### src/hw/rtl/hcp_pkg.sv
// Shared types, constants and helper functions for the Connection header parser.
// No dependencies; imported by the token tracker, the result register and the top level.
package hcp_pkg;

	localparam int NUM_WORDS = 3;
	localparam int TXT_W     = 80;
	localparam int CNT_W     = 4;

	// Bit positions in the seen / candidate masks
	localparam int IDX_CLOSE   = 0;
	localparam int IDX_KEEP    = 1;
	localparam int IDX_UPGRADE = 2;

	localparam logic [NUM_WORDS-1:0] BIT_CLOSE   = 3'b001;
	localparam logic [NUM_WORDS-1:0] BIT_KEEP    = 3'b010;
	localparam logic [NUM_WORDS-1:0] BIT_UPGRADE = 3'b100;

	// Item kinds carried in tuser
	localparam logic REQ_BYTE = 1'b0;
	localparam logic REQ_END  = 1'b1;

	localparam logic [7:0] CH_COMMA = 8'h2C;
	localparam logic [7:0] CH_SPACE = 8'h20;
	localparam logic [7:0] CH_TAB   = 8'h09;
	localparam logic [7:0] CH_CASE  = 8'h20;

	// Token texts, right-aligned, first character in the highest used byte
	localparam logic [TXT_W-1:0] WORD_TXT [NUM_WORDS] = '{
		TXT_W'("close"),
		TXT_W'("keep-alive"),
		TXT_W'("upgrade")
	};
	localparam logic [CNT_W-1:0] WORD_LEN [NUM_WORDS] = '{4'd5, 4'd10, 4'd7};

	typedef struct packed {
		logic       req_type;
		logic [7:0] header_byte;
		logic       is_http_1_0;
	} hcp_item_t;

	typedef struct packed {
		logic should_close;
		logic header_error;
		logic upgrade_seen;
		logic keep_alive_seen;
		logic close_seen;
	} hcp_result_t;

	// Character idx of a token text; only meaningful for idx < len
	function automatic logic [7:0] word_byte(input logic [TXT_W-1:0] txt,
			input logic [CNT_W-1:0] len, input logic [CNT_W-1:0] idx);
		logic [CNT_W-1:0] pos;
		pos = len - idx - 4'd1;
		return txt[{pos, 3'b000} +: 8];
	endfunction

endpackage

### src/hw/rtl/hcp_token_fsm.sv
// Token tracker: phase, count, candidates, seen mask and sticky error, updated once
// per header item. Depends on hcp_pkg.
module hcp_token_fsm
	import hcp_pkg::*;
(
	input  logic        clk,
	input  logic        arst_n,
	input  logic        step,
	input  hcp_item_t   item,
	output hcp_result_t result
);

	typedef enum logic [1:0] {
		PH_LEAD  = 2'd0,
		PH_TOKEN = 2'd1,
		PH_TRAIL = 2'd2
	} phase_t;

	phase_t                 phase_q, phase_d;
	logic [CNT_W-1:0]       cnt_q, cnt_d;
	logic [NUM_WORDS-1:0]   cand_q, cand_d;
	logic [NUM_WORDS-1:0]   seen_q, seen_d;
	logic                   err_q, err_d;
	logic                   bsc_q, bsc_d;

	logic [NUM_WORDS-1:0]   hit;
	logic [NUM_WORDS-1:0]   fin_seen, end_seen;
	logic                   fin_err, end_err;
	logic [7:0]             ch;
	logic                   blank;

	// Closing a token: which word (if any) it completed
	always_comb begin
		hit = '0;
		if (phase_q != PH_LEAD) begin
			for (int k = 0; k < NUM_WORDS; k++) begin
				hit[k] = cand_q[k] && (cnt_q == WORD_LEN[k]);
			end
		end
		fin_err  = err_q;
		fin_seen = seen_q;
		if (hit == '0) begin
			fin_err = 1'b1;
		end else if ((hit == BIT_CLOSE && seen_q[IDX_KEEP]) ||
				(hit == BIT_KEEP && seen_q[IDX_CLOSE])) begin
			fin_err = 1'b1;
		end else begin
			fin_seen = seen_q | hit;
		end
	end

	always_comb begin
		ch = item.header_byte;
		if (item.header_byte inside {[8'h41:8'h5A]}) begin
			ch = item.header_byte + CH_CASE;
		end
		blank = (item.header_byte == CH_SPACE) || (item.header_byte == CH_TAB);

		phase_d = phase_q;
		cnt_d   = cnt_q;
		cand_d  = cand_q;
		seen_d  = seen_q;
		err_d   = err_q;
		bsc_d   = bsc_q;

		end_err  = err_q;
		end_seen = seen_q;
		if (!err_q && bsc_q) begin
			end_err  = fin_err;
			end_seen = fin_seen;
		end

		if (item.req_type == REQ_END) begin
			// back to the idle state for the next header
			phase_d = PH_LEAD;
			cnt_d   = '0;
			cand_d  = '1;
			seen_d  = '0;
			err_d   = 1'b0;
			bsc_d   = 1'b0;
		end else if (!err_q) begin
			if (item.header_byte == CH_COMMA) begin
				err_d   = fin_err;
				seen_d  = fin_seen;
				phase_d = PH_LEAD;
				cnt_d   = '0;
				cand_d  = '1;
				bsc_d   = 1'b0;
			end else begin
				bsc_d = 1'b1;
				if (blank) begin
					if (phase_q != PH_LEAD) begin
						phase_d = PH_TRAIL;
					end
				end else if (phase_q == PH_TRAIL) begin
					// inner blank kills the token
					cand_d = '0;
				end else begin
					phase_d = PH_TOKEN;
					for (int k = 0; k < NUM_WORDS; k++) begin
						if (cand_q[k] && ((cnt_q >= WORD_LEN[k]) ||
								(word_byte(WORD_TXT[k], WORD_LEN[k], cnt_q) != ch))) begin
							cand_d[k] = 1'b0;
						end
					end
					if (cnt_q != '1) begin
						cnt_d = cnt_q + 4'd1;
					end
				end
			end
		end

		result.close_seen      = end_seen[IDX_CLOSE];
		result.keep_alive_seen = end_seen[IDX_KEEP];
		result.upgrade_seen    = end_seen[IDX_UPGRADE];
		result.header_error    = end_err;
		if (end_err) begin
			result.should_close = 1'b1;
		end else if (end_seen == '0) begin
			result.should_close = item.is_http_1_0;
		end else begin
			result.should_close = end_seen[IDX_CLOSE];
		end
	end

	always_ff @(posedge clk or negedge arst_n) begin
		if (!arst_n) begin
			phase_q <= PH_LEAD;
			cnt_q   <= '0;
			cand_q  <= '1;
			seen_q  <= '0;
			err_q   <= 1'b0;
			bsc_q   <= 1'b0;
		end else if (step) begin
			phase_q <= phase_d;
			cnt_q   <= cnt_d;
			cand_q  <= cand_d;
			seen_q  <= seen_d;
			err_q   <= err_d;
			bsc_q   <= bsc_d;
		end
	end

endmodule

### src/hw/rtl/hcp_out_reg.sv
// Result register for the master-side stream; frees itself on the same cycle it
// is taken. Depends on hcp_pkg.
module hcp_out_reg
	import hcp_pkg::*;
(
	input  logic        clk,
	input  logic        arst_n,
	input  logic        load,
	input  hcp_result_t result,
	input  logic        m_axis_tready,
	output logic        m_axis_tvalid,
	output logic [7:0]  m_axis_tdata,
	output logic        can_load
);

	logic        valid_q;
	hcp_result_t data_q;

	assign can_load      = !valid_q || m_axis_tready;
	assign m_axis_tvalid = valid_q;
	assign m_axis_tdata  = {3'b000, data_q};

	always_ff @(posedge clk or negedge arst_n) begin
		if (!arst_n) begin
			valid_q <= 1'b0;
		end else if (can_load) begin
			valid_q <= load;
		end
	end

	always_ff @(posedge clk) begin
		if (load && can_load) begin
			data_q <= result;
		end
	end

endmodule

### src/hw/rtl/http_connection_header_parser.sv
// Top level of the HTTP Connection header token parser: input register, token
// tracker and result register. Depends on hcp_pkg, hcp_token_fsm, hcp_out_reg.
//
//  channel   dir  bus            fields (lowest bit first)
//  s_axis    in   tdata[15:0]    header_byte[7:0], is_http_1_0[8], zero pad
//                 tuser[0]       req_type (0 = value byte, 1 = end of value)
//  m_axis    out  tdata[7:0]     close_seen, keep_alive_seen, upgrade_seen,
//                                header_error, should_close, zero pad
//
// One item per cycle. An accepted item is held in the input register, where the
// tracker updates its state; an end item then loads the result register once that
// register has room, and m_axis_tvalid rises when it is loaded. Byte items never
// produce a transfer on m_axis. Only an end item can stall, when the result
// register is full and not being taken; s_axis_tready then drops. arst_n clears
// all control state; the tracker restarts at the first byte.
module http_connection_header_parser
	import hcp_pkg::*;
(
	input  logic        clk,
	input  logic        arst_n,
	input  logic        s_axis_tvalid,
	output logic        s_axis_tready,
	input  logic [15:0] s_axis_tdata,   // header_byte, is_http_1_0, pad
	input  logic        s_axis_tuser,   // req_type
	output logic        m_axis_tvalid,
	input  logic        m_axis_tready,
	output logic [7:0]  m_axis_tdata    // close, keep-alive, upgrade, error, should_close, pad
);

	logic        valid_s1;
	hcp_item_t   item_s1;
	logic        can_load;
	logic        adv_s1;
	hcp_result_t result;

	// Byte items always move on; an end item waits for room in the result register
	assign adv_s1        = valid_s1 && ((item_s1.req_type == REQ_BYTE) || can_load);
	assign s_axis_tready = !valid_s1 || adv_s1;

	always_ff @(posedge clk or negedge arst_n) begin
		if (!arst_n) begin
			valid_s1 <= 1'b0;
		end else if (s_axis_tready) begin
			valid_s1 <= s_axis_tvalid;
		end
	end

	always_ff @(posedge clk) begin
		if (s_axis_tvalid && s_axis_tready) begin
			item_s1.req_type    <= s_axis_tuser;
			item_s1.header_byte <= s_axis_tdata[7:0];
			item_s1.is_http_1_0 <= s_axis_tdata[8];
		end
	end

	hcp_token_fsm u_fsm (
		.clk    (clk),
		.arst_n (arst_n),
		.step   (adv_s1),
		.item   (item_s1),
		.result (result)
	);

	hcp_out_reg u_out (
		.clk           (clk),
		.arst_n        (arst_n),
		.load          (adv_s1 && (item_s1.req_type == REQ_END)),
		.result        (result),
		.m_axis_tready (m_axis_tready),
		.m_axis_tvalid (m_axis_tvalid),
		.m_axis_tdata  (m_axis_tdata),
		.can_load      (can_load)
	);

endmodule

### config.mk
export PLATFORM = sky130hd
export DESIGN_NAME = http_connection_header_parser
export DESIGN_NICKNAME = d
export VERILOG_FILES = /design/src/hw/rtl/hcp_pkg.sv /design/src/hw/rtl/hcp_token_fsm.sv /design/src/hw/rtl/hcp_out_reg.sv /design/src/hw/rtl/http_connection_header_parser.sv
export SDC_FILE = /design/constraint.sdc
export NUM_CORES = 1
export LEC_CHECK = 0
export ABC_AREA = 0
export BUFFER_PORTS_ARGS = -buffer_cell sky130_fd_sc_hd__buf_2
export CAP_MARGIN = 20
export CORE_MARGIN = 1
export CORE_UTILIZATION = 45
export CTS_BUF_LIST = sky130_fd_sc_hd__clkbuf_2 sky130_fd_sc_hd__clkbuf_4 sky130_fd_sc_hd__clkbuf_8
export DETAILED_ROUTE_END_ITERATION = 6
export GPL_TIMING_DRIVEN = 0
export MAX_ROUTING_LAYER = met4
export PLACE_DENSITY_LB_ADDON = 0.15
export SLEW_MARGIN = 10
export SYNTH_ARGS = -nofsm -noshare
export SYNTH_HDL_FRONTEND = slang
export SYNTH_SLANG_ARGS = --single-unit
### constraint.sdc
create_clock -name clk -period 3.16 [get_ports clk]
set_input_delay 0.316 -clock clk [delete_from_list [all_inputs] [get_ports clk]]
set_output_delay 0.316 -clock clk [all_outputs]
set_load 0.02 [all_outputs]
### Yosys cells after proc, flatten, opt, wreduce, memory -nomap -nowiden

Cells that the tools add are included.

* bits in registers: 31
* input bits: 21
* output and inout port bits: 10

* $add $sub $neg: 8
* $lt $le $gt $ge: 5
* equal/unequal tests: 18
* shift-type cells: 3
* multiplexer cells: 38
* bitwise gates (word level): 2
* reductions and logical operators: 40

Operators by type and width (number)
* $shiftx 80x8->8 const A: 3
* $mux 3: 12
* $mux 4: 6
* $ne 8x8->1: 3
* $eq 8x6->1 const B: 2
* $reduce_and 4->1: 4
* $logic_and 1x1->1: 14
* $mux 1: 13
* $mux 2: 6
* $reduce_bool 4->1: 3
* $sub 4x1->4 const B: 3
* $add 8x6->8 const B: 1
* $eq 4x3->1 const B: 2
* $eq 8x4->1 const B: 1
* $ge 4x3->1 const B: 2
* $ge 8x7->1 const B: 1
* $le 8x7->1 const B: 1
* $logic_or 1x1->1: 8
* $mux 8: 1
* $ne 4x4->1 const B: 2
* $sub 3x4->4 const A: 2
* $logic_not 3->1: 2
* $reduce_and 5->1: 1
* $add 4x1->4 const B: 1
* 17 further kinds: 20

### Longest topological paths before layout

Gate-level depths: netlist (run 1).

* depth after elaboration: 12
* depth in mapped cells: 10

### Modules after synthesis

From an unflattened synthesis (run 1), not the netlist that was laid out.

* cell total of the unflattened synthesis: 257
* area, all modules: 2377.3 um2

By module, submodules not included
* hcp_token_fsm: times used 1, cells an instance 227, area an instance 1767.9 um2
* http_connection_header_parser: times used 1, cells an instance 17, area an instance 379.1 um2
* hcp_out_reg: times used 1, cells an instance 13, area an instance 230.2 um2

### Worst setup path before layout (run 1)

OpenSTA, ideal clock, no wires.

* path kind: flip-flop to flip-flop
* start point: register u_fsm.cnt_q[2]
* end point: register u_fsm.cand_q[1]
* setup time: 0.091 ns
* data arrival time: 2.444 ns
* path slack: 0.626 ns
* stages on the path, launching flop included: 10
* buffers on the path: 2
* period minus slack after synthesis: 2.534 ns
* path through: dfrtp_1 buf_2 inv_2 ha_1 clkbuf_1 mux2_2 a21oi_1 xor2_1 or4_1 o31ai_1

* cells in the longest elaborated chain, start to end: 8
* elaborated cells on any way between the ends: 9

Ends and longest elaborated chain
* start, declared: RTL line hcp_token_fsm.sv:20 `logic [CNT_W-1:0] cnt_q, cnt_d;`
* start signal, assigned: RTL line hcp_token_fsm.sv:136 `cnt_q <= cnt_d;`
* $sub 4x4->4: RTL line hcp_pkg.sv:53 `pos = len - idx - 4'd1;`
* $sub 4x1->4: RTL line hcp_pkg.sv:53
* $shiftx 80x8->8: RTL line hcp_pkg.sv:54 `return txt[{pos, 3'b000} +: 8];`
* $ne 8x8->1: RTL line hcp_token_fsm.sv:102 `(word_byte(WORD_TXT[k], WORD_LEN[k], cnt_q) != ch))) begin`
* $logic_or 1x1->1 *: RTL line hcp_token_fsm.sv:101 `if (cand_q[k] && ((cnt_q >= WORD_LEN[k]) ||`
* $logic_and 1x1->1 *: RTL line hcp_token_fsm.sv:101
* $reduce_bool 4->1 (no source line) *
* $reduce_and 4->1 (no source line) *
* end signal, assigned: RTL line hcp_token_fsm.sv:137 `cand_q <= cand_d;`
* end, declared: RTL line hcp_token_fsm.sv:21 `logic [NUM_WORDS-1:0] cand_q, cand_d;`

Mark *: on every way between the ends. The rest lies on a longest branch, timed or not.
A chain may end at the register's enable or synchronous reset.

### Worst setup path in the final report (run 1)

* start point: register u_fsm.cnt_q[0]
* end point: register u_fsm.cand_q[0]

* cells in the longest elaborated chain, start to end: 8
* elaborated cells on any way between the ends: 9

Ends and longest elaborated chain (RTL line)
* $sub 3x4->4: hcp_pkg.sv:53
* $sub 4x1->4: hcp_pkg.sv:53
* $shiftx 80x8->8: hcp_pkg.sv:54
* $ne 8x8->1: hcp_token_fsm.sv:102
* $logic_or 1x1->1 *: hcp_token_fsm.sv:101
* $logic_and 1x1->1 *: hcp_token_fsm.sv:101
* $reduce_bool 4->1 (no source line) *
* $reduce_and 4->1 (no source line) *

Marks and branches as above.

==> metrics, run 1 <==
outcome=finished clean; antenna violations before repair=0; CTS-repair resized insts=0; Crit path largest cell delay=0.50 ns; Synth-to-Final Area Change=12.2%; # fillers=491; clock skew=0.00678 ns; Final WS setup=0.261 ns; weighted congestion at the end of routability-driven global placement=0.872; Critical Path Source Type=flip-flop; overall fraction of global-route tracks in use=22.1%; Routed Wire Length=5.51 mm; Post-Place Setup Slack=0.300 ns; number of clock buffers inserted by TritonCTS=5; combinational share of power=48.7%; residual overflow from global routing=0; Static Leakage=1.10 nW; clock input transition at the sequential cells of the worst setup and hold paths=0.06 ns; Max VDD drop=0.282 mV; number of cells produced by synthesis=252; Clock Sink Count=31; row cnt=26; Post-synth EDFFs=15; post-detailed-route wirelength per cell=15.6 um; most common flop cell mapped by yosys=edfxtp_1; Total Die Area=5570 um2; critical-path cell list=buf_2 > inv_1 > ha_1 > buf_4 > o22ai_1 > a221oi_1 > o211ai_1 > or4_1 > o31ai_2; Crit Path Class=flip-flop to flip-flop; Chip Height=74.6 um; final critical-path required period=2.90 ns; cell area after synthesis=2370 um2; post-layout util=52.1%; DRT iter0 DRCs=104; portion of total power attributed to sequential cells=33.1%; Rel. slew slack=59.0%; proportion of register bits with asynchronous set or reset after synthesis=51.6%; actual transition at the worst max-transition pin=0.607 ns; cell type of the slowest stage on the worst timing path=or4_1; net count reported at finish=317; net switching power=0.000673 W; internal power contribution=0.000973 W; first drt pass iteration count=4; switching portion of total power=40.9%; critical path buffer and inverter count=3; input/output buffers=20; worst path required time=3.36 ns; global-route wire length before repair=8.64 mm; post-detailed-placement half-perimeter wirelength=4.08 mm; register area=855 um2; total of endpoints with negative setup slack in the final report=0; critical path peak fanout=10; period utilization=91.8%; post-synthesis sequential area ratio=36.0%; ratio of cells with drive above 1 in the final layout=20.8%; horizontal die dimension=74.6 um; detail-routed via count per cell=5.57; Post-Synthesis Mean Instance Area=9.41 um2; post-CTS setup buffer count=0; Boundary Pins=31; power share of the clock group=18.2%; area share of the leading cell type in the synthesized netlist=19.0%; Pwr Density=618 nW/um2; maximum clock rate=345 MHz; top cell type by total area after synthesis=edfxtp_1; clock latency reported for the late side of the worst-skew pair=0.28 ns; hold bufs inserted after CTS=1; clk root buf=clkbuf_8; area of combinational cells with multiple inputs=1390 um2; data arrival time of the critical path=3.10 ns; starting density of the core=46.4%; via count of the first global-routing pass=1804; setup repair after global routing missed its margin=false; final hold vios=0; post-route DRC violation count=0; count of warnings emitted by yosys=0; Max Transition Viols Final=0; final-layout setup total negative slack=0 ns; H-tree depth=2; count of max-cap constraint violations=0; routed vias=1967; pin count of the biggest net entering global routing=17; core outline area=5110 um2; cell family contributing the most delay on the critical path=compound AO/OA/AOI/OAI gates; top area cells in the synthesized netlist=edfxtp_1 (19%), dfrtp_1 (14%), ha_1 (7.4%), a21oi_1 (3.6%), dfstp_2 (3.3%); maximum clock insertion buffer count=2; number of antenna-violating nets in the routed design=0; total inserted antenna cells=0; type of destination of the critical path=flip-flop; class of the tightest hold or removal check=input pin to flip-flop; count of state elements after synthesis=31; TritonCTS clock tree=yes; distinct cell type count of the synthesized netlist=64
## cell type report
| type | instances | area share (%) |
|---|---|---|
| repair buffers | 21 | 4.14 |
| clock buffers | 6 | 2.87 |
| plain buffers | 14 | 3.29 |
| clock inverters | 2 | 0.329 |
| flip-flops and latches | 31 | 32.1 |
| multi-input cells | 197 | 52.3 |
| well taps | 70 | 3.29 |
| inverters | 12 | 1.69 |
## cells in the mapped netlist (all sizes together) (3+ instances only)
cell    instances
o21ai          16
o31ai           3
nand2b          8
buf            11
edfxtp         15
a221oi          3
o41ai           5
mux2i           7
nand3           7
nor2b           5
xnor2           9
ha             14
inv            12
xor2            5
dfstp           3
a21oi          18
nor2           22
dfrtp          13
a21o            5
or4             4
nand2          16
clkbuf          3
or2             5
nor3            5
o22ai           5
nand4b          3
## metrics by stage
| stage | instance area [um2] | hold slack, ns | total power (W) | instances |
|---|---|---|---|---|
| after global routing | 2660 | 0.186 | 0.00177 | 353 |
| after detailed placement | 2570 | 0.265 | 0.00134 | 344 |
| after floorplan | 2380 | 0.0204 | 0.00117 | 254 |
| final | 2660 | 0.211 | 0.00165 | 353 |
| after global placement | 2570 | 0.263 | 0.00133 | 344 |
| after CTS | 2660 | 0.200 | 0.00165 | 353 |
## placed cells by master (no fill, tap or decap), types with 4 or more instances in the layout
cell / n
xor2_1: 4
buf_2: 24
ha_1: 14
o21ai_0: 15
nand3_1: 7
nor2_1: 20
o22ai_1: 5
nor2b_1: 4
clkbuf_8: 5
buf_4: 6
mux2i_1: 7
o41ai_1: 4
nor3_1: 5
nand2b_1: 8
inv_1: 11
a21oi_1: 17
xnor2_1: 8
a21o_1: 5
edfxtp_1: 15
dfrtp_1: 13
nand2_1: 16
## worst paths after layout
check	start	cells past startpoint	endpoint	slack [ns]
setup / recovery	u_fsm.cnt_q[0]$_DFFE_PN0P_	9	u_fsm.cand_q[0]$_DFFE_PN1P_	0.26
hold / removal	s_axis_tdata[4]	1	item_s1[5]$_DFFE_PP_	0.21
setup reg to reg	u_fsm.cnt_q[0]$_DFFE_PN0P_	9	u_fsm.cand_q[0]$_DFFE_PN1P_	0.26
hold reg to reg	u_fsm.seen_q[2]$_DFFE_PN0P_	2	u_fsm.seen_q[2]$_DFFE_PN0P_	0.51
max in group asynchronous	arst_n	2	u_fsm.cand_q[1]$_DFFE_PN1P_	2.34
min in group asynchronous	arst_n	2	u_fsm.seen_q[0]$_DFFE_PN0P_	0.49
## metal layers
metal  routed length (um)  track usage [%]  share of wire [%]  vias to the layer above
met4                   72             6.71                1.3                        0
met1                 2610             28.7                 47                      931
met3                  208             6.10                3.8                        8
met5                    0                -                  0                        -
li1                     -                -                  -                      979
met2                 2620             33.4                 47                       49
## kinds of logic after synthesis
kind of cell / count (synthesis) / synth area share [%]
multiplexers: 8 / 3.43
adder cells (fa/ha/maj): 14 / 7.38
AO/OA/AOI/OAI: 69 / 20.1
XOR/XNOR: 14 / 5.80
other: 1 / 0.158
AND/OR/NAND/NOR: 89 / 21.5
flip-flops: 31 / 36.0
buffers and inverters: 26 / 5.59
## power by group through the flow
stage                     registers [W]  clock network, W  logic, W
final                          0.000545          0.000299  0.000802
after CTS                      0.000544          0.000312  0.000794
after detailed placement       0.000552                 0  0.000787
after floorplan                0.000541                 0  0.000626
after global routing           0.000552          0.000332  0.000884
after global placement         0.000552                 0  0.000781
## worst reg2reg max path, delay by kind of cell (launching register included)
| family | cells | cell delay [ns] |
|---|---|---|
| adders and majority gates | 1 | 0.34 |
| buffers and inverters | 3 | 0.66 |
| AOI/OAI and AO/OA | 4 | 0.90 |
| DFF | 1 | 0.42 |
| and+or+nand+nor | 1 | 0.50 |
## flip-flops by register name, summed over array words and instances (netlist names), 2 cells and up
signal and flops:
u_fsm.cand_q 3, u_fsm.cnt_q 4, u_fsm.phase_q 2, u_fsm.seen_q 3, u_out.m_axis_tdata 5, item_s1 10
No activity file was read; power rests on OpenSTA's default activity.
==> run 2, diff against run 1 <==
--- a/config.mk
+++ b/config.mk
@@ -18,4 +18,5 @@
 export SLEW_MARGIN = 10
 export SYNTH_ARGS = -nofsm -noshare
 export SYNTH_HDL_FRONTEND = slang
+export SYNTH_HIERARCHICAL = 1
 export SYNTH_SLANG_ARGS = --single-unit
==> metrics, run 2 <==
outcome=finished clean (unchanged); period utilization=92.5% (was 91.8%); TritonCTS clock tree=yes (unchanged); Total Die Area=5580 um2 (was 5570 um2); core outline area=5110 um2 (unchanged); Crit Path Class=flip-flop to flip-flop (unchanged); top cell type by total area after synthesis=edfxtp_1 (unchanged); Max Transition Viols Final=0 (unchanged); net count reported at finish=320 (was 317); residual overflow from global routing=0 (unchanged); Routed Wire Length=5.46 mm (was 5.51 mm); actual transition at the worst max-transition pin=0.832 ns (was 0.607 ns); Synth-to-Final Area Change=12.4% (was 12.2%); overall fraction of global-route tracks in use=21.7% (was 22.1%); top cells by count, synth=a21oi_1 (19), nand2_1 (17), nor2_1 (17), edfxtp_1 (15), dfrtp_1 (13) (was nor2_1 (20), a21oi_1 (17), nand2_1 (16), edfxtp_1 (15), o21ai_0 (15)); routed vias=2024 (was 1967); max FFs per register=10 (unchanged); cell type of the slowest stage on the worst timing path=or4_1 (unchanged); cell area after synthesis=2380 um2 (was 2370 um2); count of max-cap constraint violations=0 (unchanged); worst path required time=3.35 ns (was 3.36 ns); distinct cell type count of the synthesized netlist=65 (was 64); Post-synth EDFFs=15 (unchanged); clk root buf=clkbuf_8 (unchanged); cell depth of the worst setup path=10 (was 9); area share of the leading cell type in the synthesized netlist=18.9% (was 19.0%); Rel. slew slack=44.0% (was 59.0%); Crit path largest cell delay=0.52 ns (was 0.50 ns); highest-count cells in the layout ignoring fill and taps=buf_2 (26), a21oi_1 (19), nor2_1 (17), nand2_1 (17), edfxtp_1 (15) (was buf_2 (24), nor2_1 (20), a21oi_1 (17)); Pwr Density=521 nW/um2 (was 618 nW/um2); H-tree depth=2 (unchanged); Max VDD drop=0.291 mV (was 0.282 mV); type of destination of the critical path=flip-flop (unchanged); class of the tightest hold or removal check=input pin to flip-flop (unchanged); detail-routed via count per cell=5.65 (was 5.57); critical-path cell list=buf_2 > inv_1 > ha_1 > buf_2 > inv_1 > nand4_1 > o311ai_1 > a311o_1 > or4_1 > o31ai_1 (was buf_2 > inv_1 > ha_1 > buf_4 > o22ai_1 > a221oi_1 > o211ai_1 > or4_1 > o31ai_2); number of cells produced by synthesis=257 (was 252); input/output buffers=20 (unchanged); antenna violations before repair=0 (unchanged); maximum clock rate=342 MHz (was 345 MHz); count of cells along the worst register-to-register path=10 (was 9); CTS-repair resized insts=0 (unchanged); row cnt=26 (unchanged); proportion of register bits with asynchronous set or reset after synthesis=51.6% (unchanged); clock skew=0.00382 ns (was 0.00678 ns); post-route DRC violation count=0 (unchanged); Boundary Pins=31 (unchanged); data arrival time of the critical path=3.12 ns (was 3.10 ns); Post-Synthesis Mean Instance Area=9.25 um2 (was 9.41 um2); critical path buffer and inverter count=4 (was 3); Biggest register=item_s1 (unchanged); maximum clock insertion buffer count=2 (unchanged); final hold vios=0 (unchanged); Clock Sink Count=31 (unchanged); post-detailed-route wirelength per cell=15.2 um (was 15.6 um); via count of the first global-routing pass=1806 (was 1804); final critical-path required period=2.92 ns (was 2.90 ns); Critical Path Source Type=flip-flop (unchanged); critical path peak fanout=10 (unchanged); most common flop cell mapped by yosys=edfxtp_1 (unchanged); cell with the most instances after synthesis=a21oi_1 (was nor2_1); Hold WS=0.204 ns (was 0.211 ns); weighted congestion at the end of routability-driven global placement=0.869 (was 0.872); clock latency reported for the late side of the worst-skew pair=0.28 ns (about the same); global-route wire length before repair=8.69 mm (was 8.64 mm); post-layout util=52.3% (was 52.1%); Cells on Worst Hold Path=1 (unchanged); count of warnings emitted by yosys=6 (was 0); number of antenna-violating nets in the routed design=0 (unchanged); clock input transition at the sequential cells of the worst setup and hold paths=0.06 ns (about the same); Static Leakage=1.16 nW (was 1.10 nW); final-layout setup total negative slack=0 ns (unchanged); total of endpoints with negative setup slack in the final report=0 (unchanged); pin count of the biggest net entering global routing=17 (unchanged); first drt pass iteration count=4 (unchanged); cell family contributing the most delay on the critical path=buffers and inverters (was compound AO/OA/AOI/OAI gates); commonest non-fill, non-tap cell in the layout=buf_2 (unchanged); Chip Height=74.7 um (was 74.6 um); total inserted antenna cells=0 (unchanged); starting density of the core=46.5% (was 46.4%); post-detailed-placement half-perimeter wirelength=4.05 mm (was 4.08 mm); setup repair after global routing missed its margin=false (unchanged); count of state elements after synthesis=31 (unchanged); ratio of cells with drive above 1 in the final layout=20.5% (was 20.8%); horizontal die dimension=74.7 um (was 74.6 um); top area cells in the synthesized netlist=edfxtp_1 (19%), dfrtp_1 (14%), ha_1 (6.3%), a21oi_1 (4.0%), dfstp_2 (3.3%) (was edfxtp_1 (19%), dfrtp_1 (14%), ha_1 (7.4%), a21oi_1 (3.6%), dfstp_2 (3.3%)); DRT iter0 DRCs=142 (was 104); post-synthesis sequential area ratio=35.9% (was 36.0%); number of clock buffers inserted by TritonCTS=5 (unchanged)
-- run 2: stage by stage --
step / std cells / instance area (um2) / total power (W) / worst slack (ns)
after floorplan: 259 / 2380 / 0.000950 / 0.622
after global placement: 349 / 2570 / 0.00107 / 0.290
after detailed placement: 349 / 2570 / 0.00108 / 0.277
after CTS: 358 / 2670 / 0.00139 / 0.260
after global routing: 358 / 2670 / 0.00147 / 0.0451
final: 358 / 2670 / 0.00139 / 0.238
-- run 2: cell type report --
cell class                 count  area [um2]
buffer                        18         110
clock buffer                   7        83.8
clock inverter                 1        5.00
fill                         486        2440
inverter                      11        41.3
multi-input combinational    199        1380
sequential                    31         855
tap                           70        87.6
timing repair buffer          21         110
-- run 2: cell families after synthesis --
group / share of synthesized area, %
other: 0.158
AOI/OAI and AO/OA: 22.3
adders and majority gates: 6.32
DFF: 35.9
and+or+nand+nor: 20.9
muxes: 2.58
xor gates and xnor gates: 5.42
buffers and inverters: 6.37
-- run 2: worst reg2reg max path, cell delays in order, from the launching register on --
cell and delay [ns]:
dfrtp_1 0.44, buf_2 0.25, inv_1 0.19, ha_1 0.33
buf_2 0.22, inv_1 0.12, nand4_1 0.11, o311ai_1 0.10
a311o_1 0.31, or4_1 0.52, o31ai_1 0.24
-- run 2: power by group --
part           internal, W  switching [W]  leakage [nW]
combinational     0.000245       0.000336         0.765
sequential        0.000461      0.0000353         0.346
clock             0.000171       0.000142        0.0491
total             0.000878       0.000513          1.16
-- run 2: final timing paths --
kind                                            start                          end  slack (ns)
min reg2reg                   u_fsm/bsc_q$_DFFE_PN0P_      u_fsm/bsc_q$_DFFE_PN0P_        0.51
max                        u_fsm/cnt_q[2]$_DFFE_PN0P_  u_fsm/cand_q[1]$_DFFE_PN1P_        0.24
min in group asynchronous                      arst_n         valid_s1$_DFFE_PN0P_        0.48
min                                   s_axis_tdata[8]         item_s1[0]$_DFFE_PP_        0.20
max reg2reg                u_fsm/cnt_q[2]$_DFFE_PN0P_  u_fsm/cand_q[1]$_DFFE_PN1P_        0.24
max in group asynchronous                      arst_n  u_fsm/cand_q[1]$_DFFE_PN1P_        2.36
-- run 2: per-layer routing --
metal,GRT usage [%],part of all wire (%),wire (um)
met1,29.0,48,2640
met5,-,0,0
met3,4.15,5.2,282
met4,6.92,1.0,55
met2,33.2,45,2480
-- run 2: repair_timing --
item,in CTS,in global routing
endpoints found under the hold margin,13,0
setup buffers,0,0
hold buffers,1,0
==> run 3, diff against run 2 <==
--- a/config.mk
+++ b/config.mk
@@ -6,9 +6,10 @@
 export NUM_CORES = 1
 export LEC_CHECK = 0
 export ABC_AREA = 0
+export ABC_CLOCK_PERIOD_IN_PS = 3300
 export BUFFER_PORTS_ARGS = -buffer_cell sky130_fd_sc_hd__buf_2
 export CAP_MARGIN = 20
-export CORE_MARGIN = 1
+export CORE_MARGIN = 8
 export CORE_UTILIZATION = 45
 export CTS_BUF_LIST = sky130_fd_sc_hd__clkbuf_2 sky130_fd_sc_hd__clkbuf_4 sky130_fd_sc_hd__clkbuf_8
 export DETAILED_ROUTE_END_ITERATION = 6
==> constraint.sdc (replaced) <==
create_clock -name clk -period 3.3 [get_ports clk]
set_input_delay 0.33 -clock clk [delete_from_list [all_inputs] [get_ports clk]]
set_output_delay 0.33 -clock clk [all_outputs]
set_load 0.02 [all_outputs]
==> metrics, run 3 (same netlist as run 2, synthesis figures left out) <==
post-route DRC violation count=0 (unchanged); pin count of the biggest net entering global routing=17 (unchanged); antenna violations before repair=0 (unchanged); placed inst area=2570 um2 (unchanged); count of non-filler cells in the finished layout=358 (unchanged); actual transition at the worst max-transition pin=0.774 ns (was 0.832 ns); row cnt=26 (unchanged); Post-Place Setup Slack=0.413 ns (was 0.277 ns); maximum clock insertion buffer count=2 (unchanged); Crit path largest cell delay=0.52 ns (about the same); maximum clock rate=342 MHz (about the same); Total Die Area=7870 um2 (was 5580 um2); total inserted antenna cells=0 (unchanged); Max Transition Viols Final=0 (unchanged); R2R Setup Slk=0.37 ns (was 0.24 ns); type of destination of the critical path=flip-flop (unchanged); input/output buffers=20 (unchanged); number of cells in the design after placement=349 (unchanged); number of clock buffers inserted by TritonCTS=5 (unchanged); ratio of cells with drive above 1 in the final layout=20.1% (was 20.5%); Boundary Pins=31 (unchanged); via count of the first global-routing pass=1991 (was 1806); cell type of the slowest stage on the worst timing path=or4_1 (unchanged); clock skew=0.00751 ns (was 0.00382 ns); critical path peak fanout=10 (unchanged); Max VDD drop=0.287 mV (was 0.291 mV); Critical Path Source Type=flip-flop (unchanged); capture endpoint of the worst hold path=item_s1[3]$_DFFE_PP_ (was item_s1[0]$_DFFE_PP_); Static Leakage=1.16 nW (about the same); starting density of the core=46.5% (unchanged); post-detailed-route wirelength per cell=15.8 um (was 15.2 um); outcome=finished clean (unchanged); commonest non-fill, non-tap cell in the layout=buf_2 (unchanged); number of antenna-violating nets in the routed design=0 (unchanged); post-CTS setup buffer count=0 (unchanged); Cells on Worst Hold Path=1 (unchanged); critical path buffer and inverter count=4 (unchanged); residual overflow from global routing=0 (unchanged); CTS-repair resized insts=0 (unchanged); worst flop-to-flop path endpoint=u_fsm/cand_q[1]$_DFFE_PN1P_ (unchanged); count of max-cap constraint violations=0 (unchanged); Synth-to-Final Area Change=12.2% (was 12.4%); TritonCTS clock tree=yes (unchanged); data arrival time of the critical path=3.12 ns (about the same); post-detailed-placement half-perimeter wirelength=4.29 mm (was 4.05 mm); Pwr Density=494 nW/um2 (was 521 nW/um2); Routed Wire Length=5.67 mm (was 5.46 mm); class of the tightest hold or removal check=input pin to flip-flop (unchanged); Clock Sink Count=31 (unchanged); final-layout setup total negative slack=0 ns (unchanged); clock latency reported for the late side of the worst-skew pair=0.28 ns (about the same); routed vias=2059 (was 2024); count of cells along the worst register-to-register path=10 (unchanged); area of all placed cells without fillers=2670 um2 (about the same); startpoint of the most critical hold path=s_axis_tdata[2] (was s_axis_tdata[8]); horizontal die dimension=88.7 um (was 74.7 um); Rel. slew slack=47.9% (was 44.0%); worst path required time=3.50 ns (was 3.35 ns); setup repair after global routing missed its margin=false (unchanged); Chip Height=88.7 um (was 74.7 um); DRT iter0 DRCs=127 (was 142); overall fraction of global-route tracks in use=15.9% (was 21.7%); Final WS setup=0.375 ns (was 0.238 ns); hold bufs inserted after CTS=1 (unchanged); weighted congestion at the end of routability-driven global placement=0.902 (was 0.869); core outline area=5110 um2 (unchanged); Crit Path Class=flip-flop to flip-flop (unchanged); first drt pass iteration count=4 (unchanged); critical-path cell list=buf_2 > inv_1 > ha_1 > buf_2 > inv_1 > nand4_1 > o311ai_1 > a311o_1 > or4_1 > o31ai_1 (unchanged); net count reported at finish=320 (unchanged); detail-routed via count per cell=5.75 (was 5.65); # fillers=493 (was 486); max FFs per register=10 (unchanged); Biggest register=item_s1 (unchanged); H-tree depth=2 (unchanged); period utilization=88.7% (was 92.5%); cell family contributing the most delay on the critical path=buffers and inverters (unchanged); final hold vios=0 (unchanged); global-route wire length before repair=9.52 mm (was 8.69 mm); clk root buf=clkbuf_8 (unchanged); beginning of the worst register-to-register path=u_fsm/cnt_q[2]$_DFFE_PN0P_ (unchanged); clock input transition at the sequential cells of the worst setup and hold paths=0.07 ns (was 0.06 ns); total of endpoints with negative setup slack in the final report=0 (unchanged); highest-count cells in the layout ignoring fill and taps=buf_2 (26), a21oi_1 (19), nor2_1 (17), nand2_1 (17), edfxtp_1 (15) (unchanged); final critical-path required period=2.93 ns (was 2.92 ns)
-- run 3: area by class of cell --
type	instances	area (um2)	share of cell area [%]
Clock buffer	6	76.3	2.86
Multi-Input combinational cell	199	1380	51.7
Inverter	11	41.3	1.55
Clock inverter	2	8.76	0.328
Buffer	18	110	4.13
Tap cell	70	87.6	3.28
Sequential cell	31	855	32.0
Timing Repair Buffer	21	110	4.13
-- run 3: worst max-delay path by stage --
| stage | startpoint | to | slack [ns] | cells past startpoint |
|---|---|---|---|---|
| final | u_fsm/cnt_q[2]$_DFFE_PN0P_ | u_fsm/cand_q[1]$_DFFE_PN1P_ | 0.37 | 10 |
| after global routing | u_fsm/cnt_q[1]$_DFFE_PN0P_ | u_fsm/cand_q[1]$_DFFE_PN1P_ | 0.15 | 9 |
| after CTS | u_fsm/cnt_q[2]$_DFFE_PN0P_ | u_fsm/cand_q[1]$_DFFE_PN1P_ | 0.39 | 10 |
| after detailed placement | u_fsm/cnt_q[2]$_DFFE_PN0P_ | u_fsm/cand_q[1]$_DFFE_PN1P_ | 0.41 | 10 |
| after global placement | u_fsm/cnt_q[2]$_DFFE_PN0P_ | u_fsm/cand_q[1]$_DFFE_PN1P_ | 0.42 | 10 |
| after floorplan | u_fsm/cnt_q[2]$_DFFE_PN0P_ | u_fsm/cand_q[1]$_DFFE_PN1P_ | 0.76 | 10 |
-- run 3: worst register-to-register path, stage by stage, from the launching register on --
cell	delay, ns
dfrtp_1	0.45
buf_2	0.23
inv_1	0.19
ha_1	0.34
buf_2	0.22
inv_1	0.12
nand4_1	0.11
o311ai_1	0.10
a311o_1	0.31
or4_1	0.52
o31ai_1	0.25
-- run 3: metrics by stage --
stage                     hold slack (ns)  power, W  utilization (%)
after floorplan                    0.0344  0.000910                -
after global placement              0.273   0.00102             50.4
after detailed placement            0.278   0.00103             50.4
after CTS                           0.208   0.00132             52.2
after global routing                0.206   0.00140             52.2
final                               0.219   0.00132             52.2
-- run 3: power by group --
group | switching [W] | internal [W] | total [W] | leakage [nW]
Clock | 0.000134 | 0.000153 | 0.000286 | 0.0460
Sequential | 0.0000344 | 0.000442 | 0.000476 | 0.346
Combinational | 0.000321 | 0.000235 | 0.000555 | 0.765
Total | 0.000489 | 0.000829 | 0.00132 | 1.16
-- run 3: metal layers --
layer  wire [um]  up-vias  GRT usage (%)  share of wire (%)
met2        2650       45           24.3                 47
met3         238        6           2.79                4.2
met4          48        0           5.07               0.85
li1            -     1002              -                  -
met5           0        -              -                  0
met1        2740     1006           20.6                 48
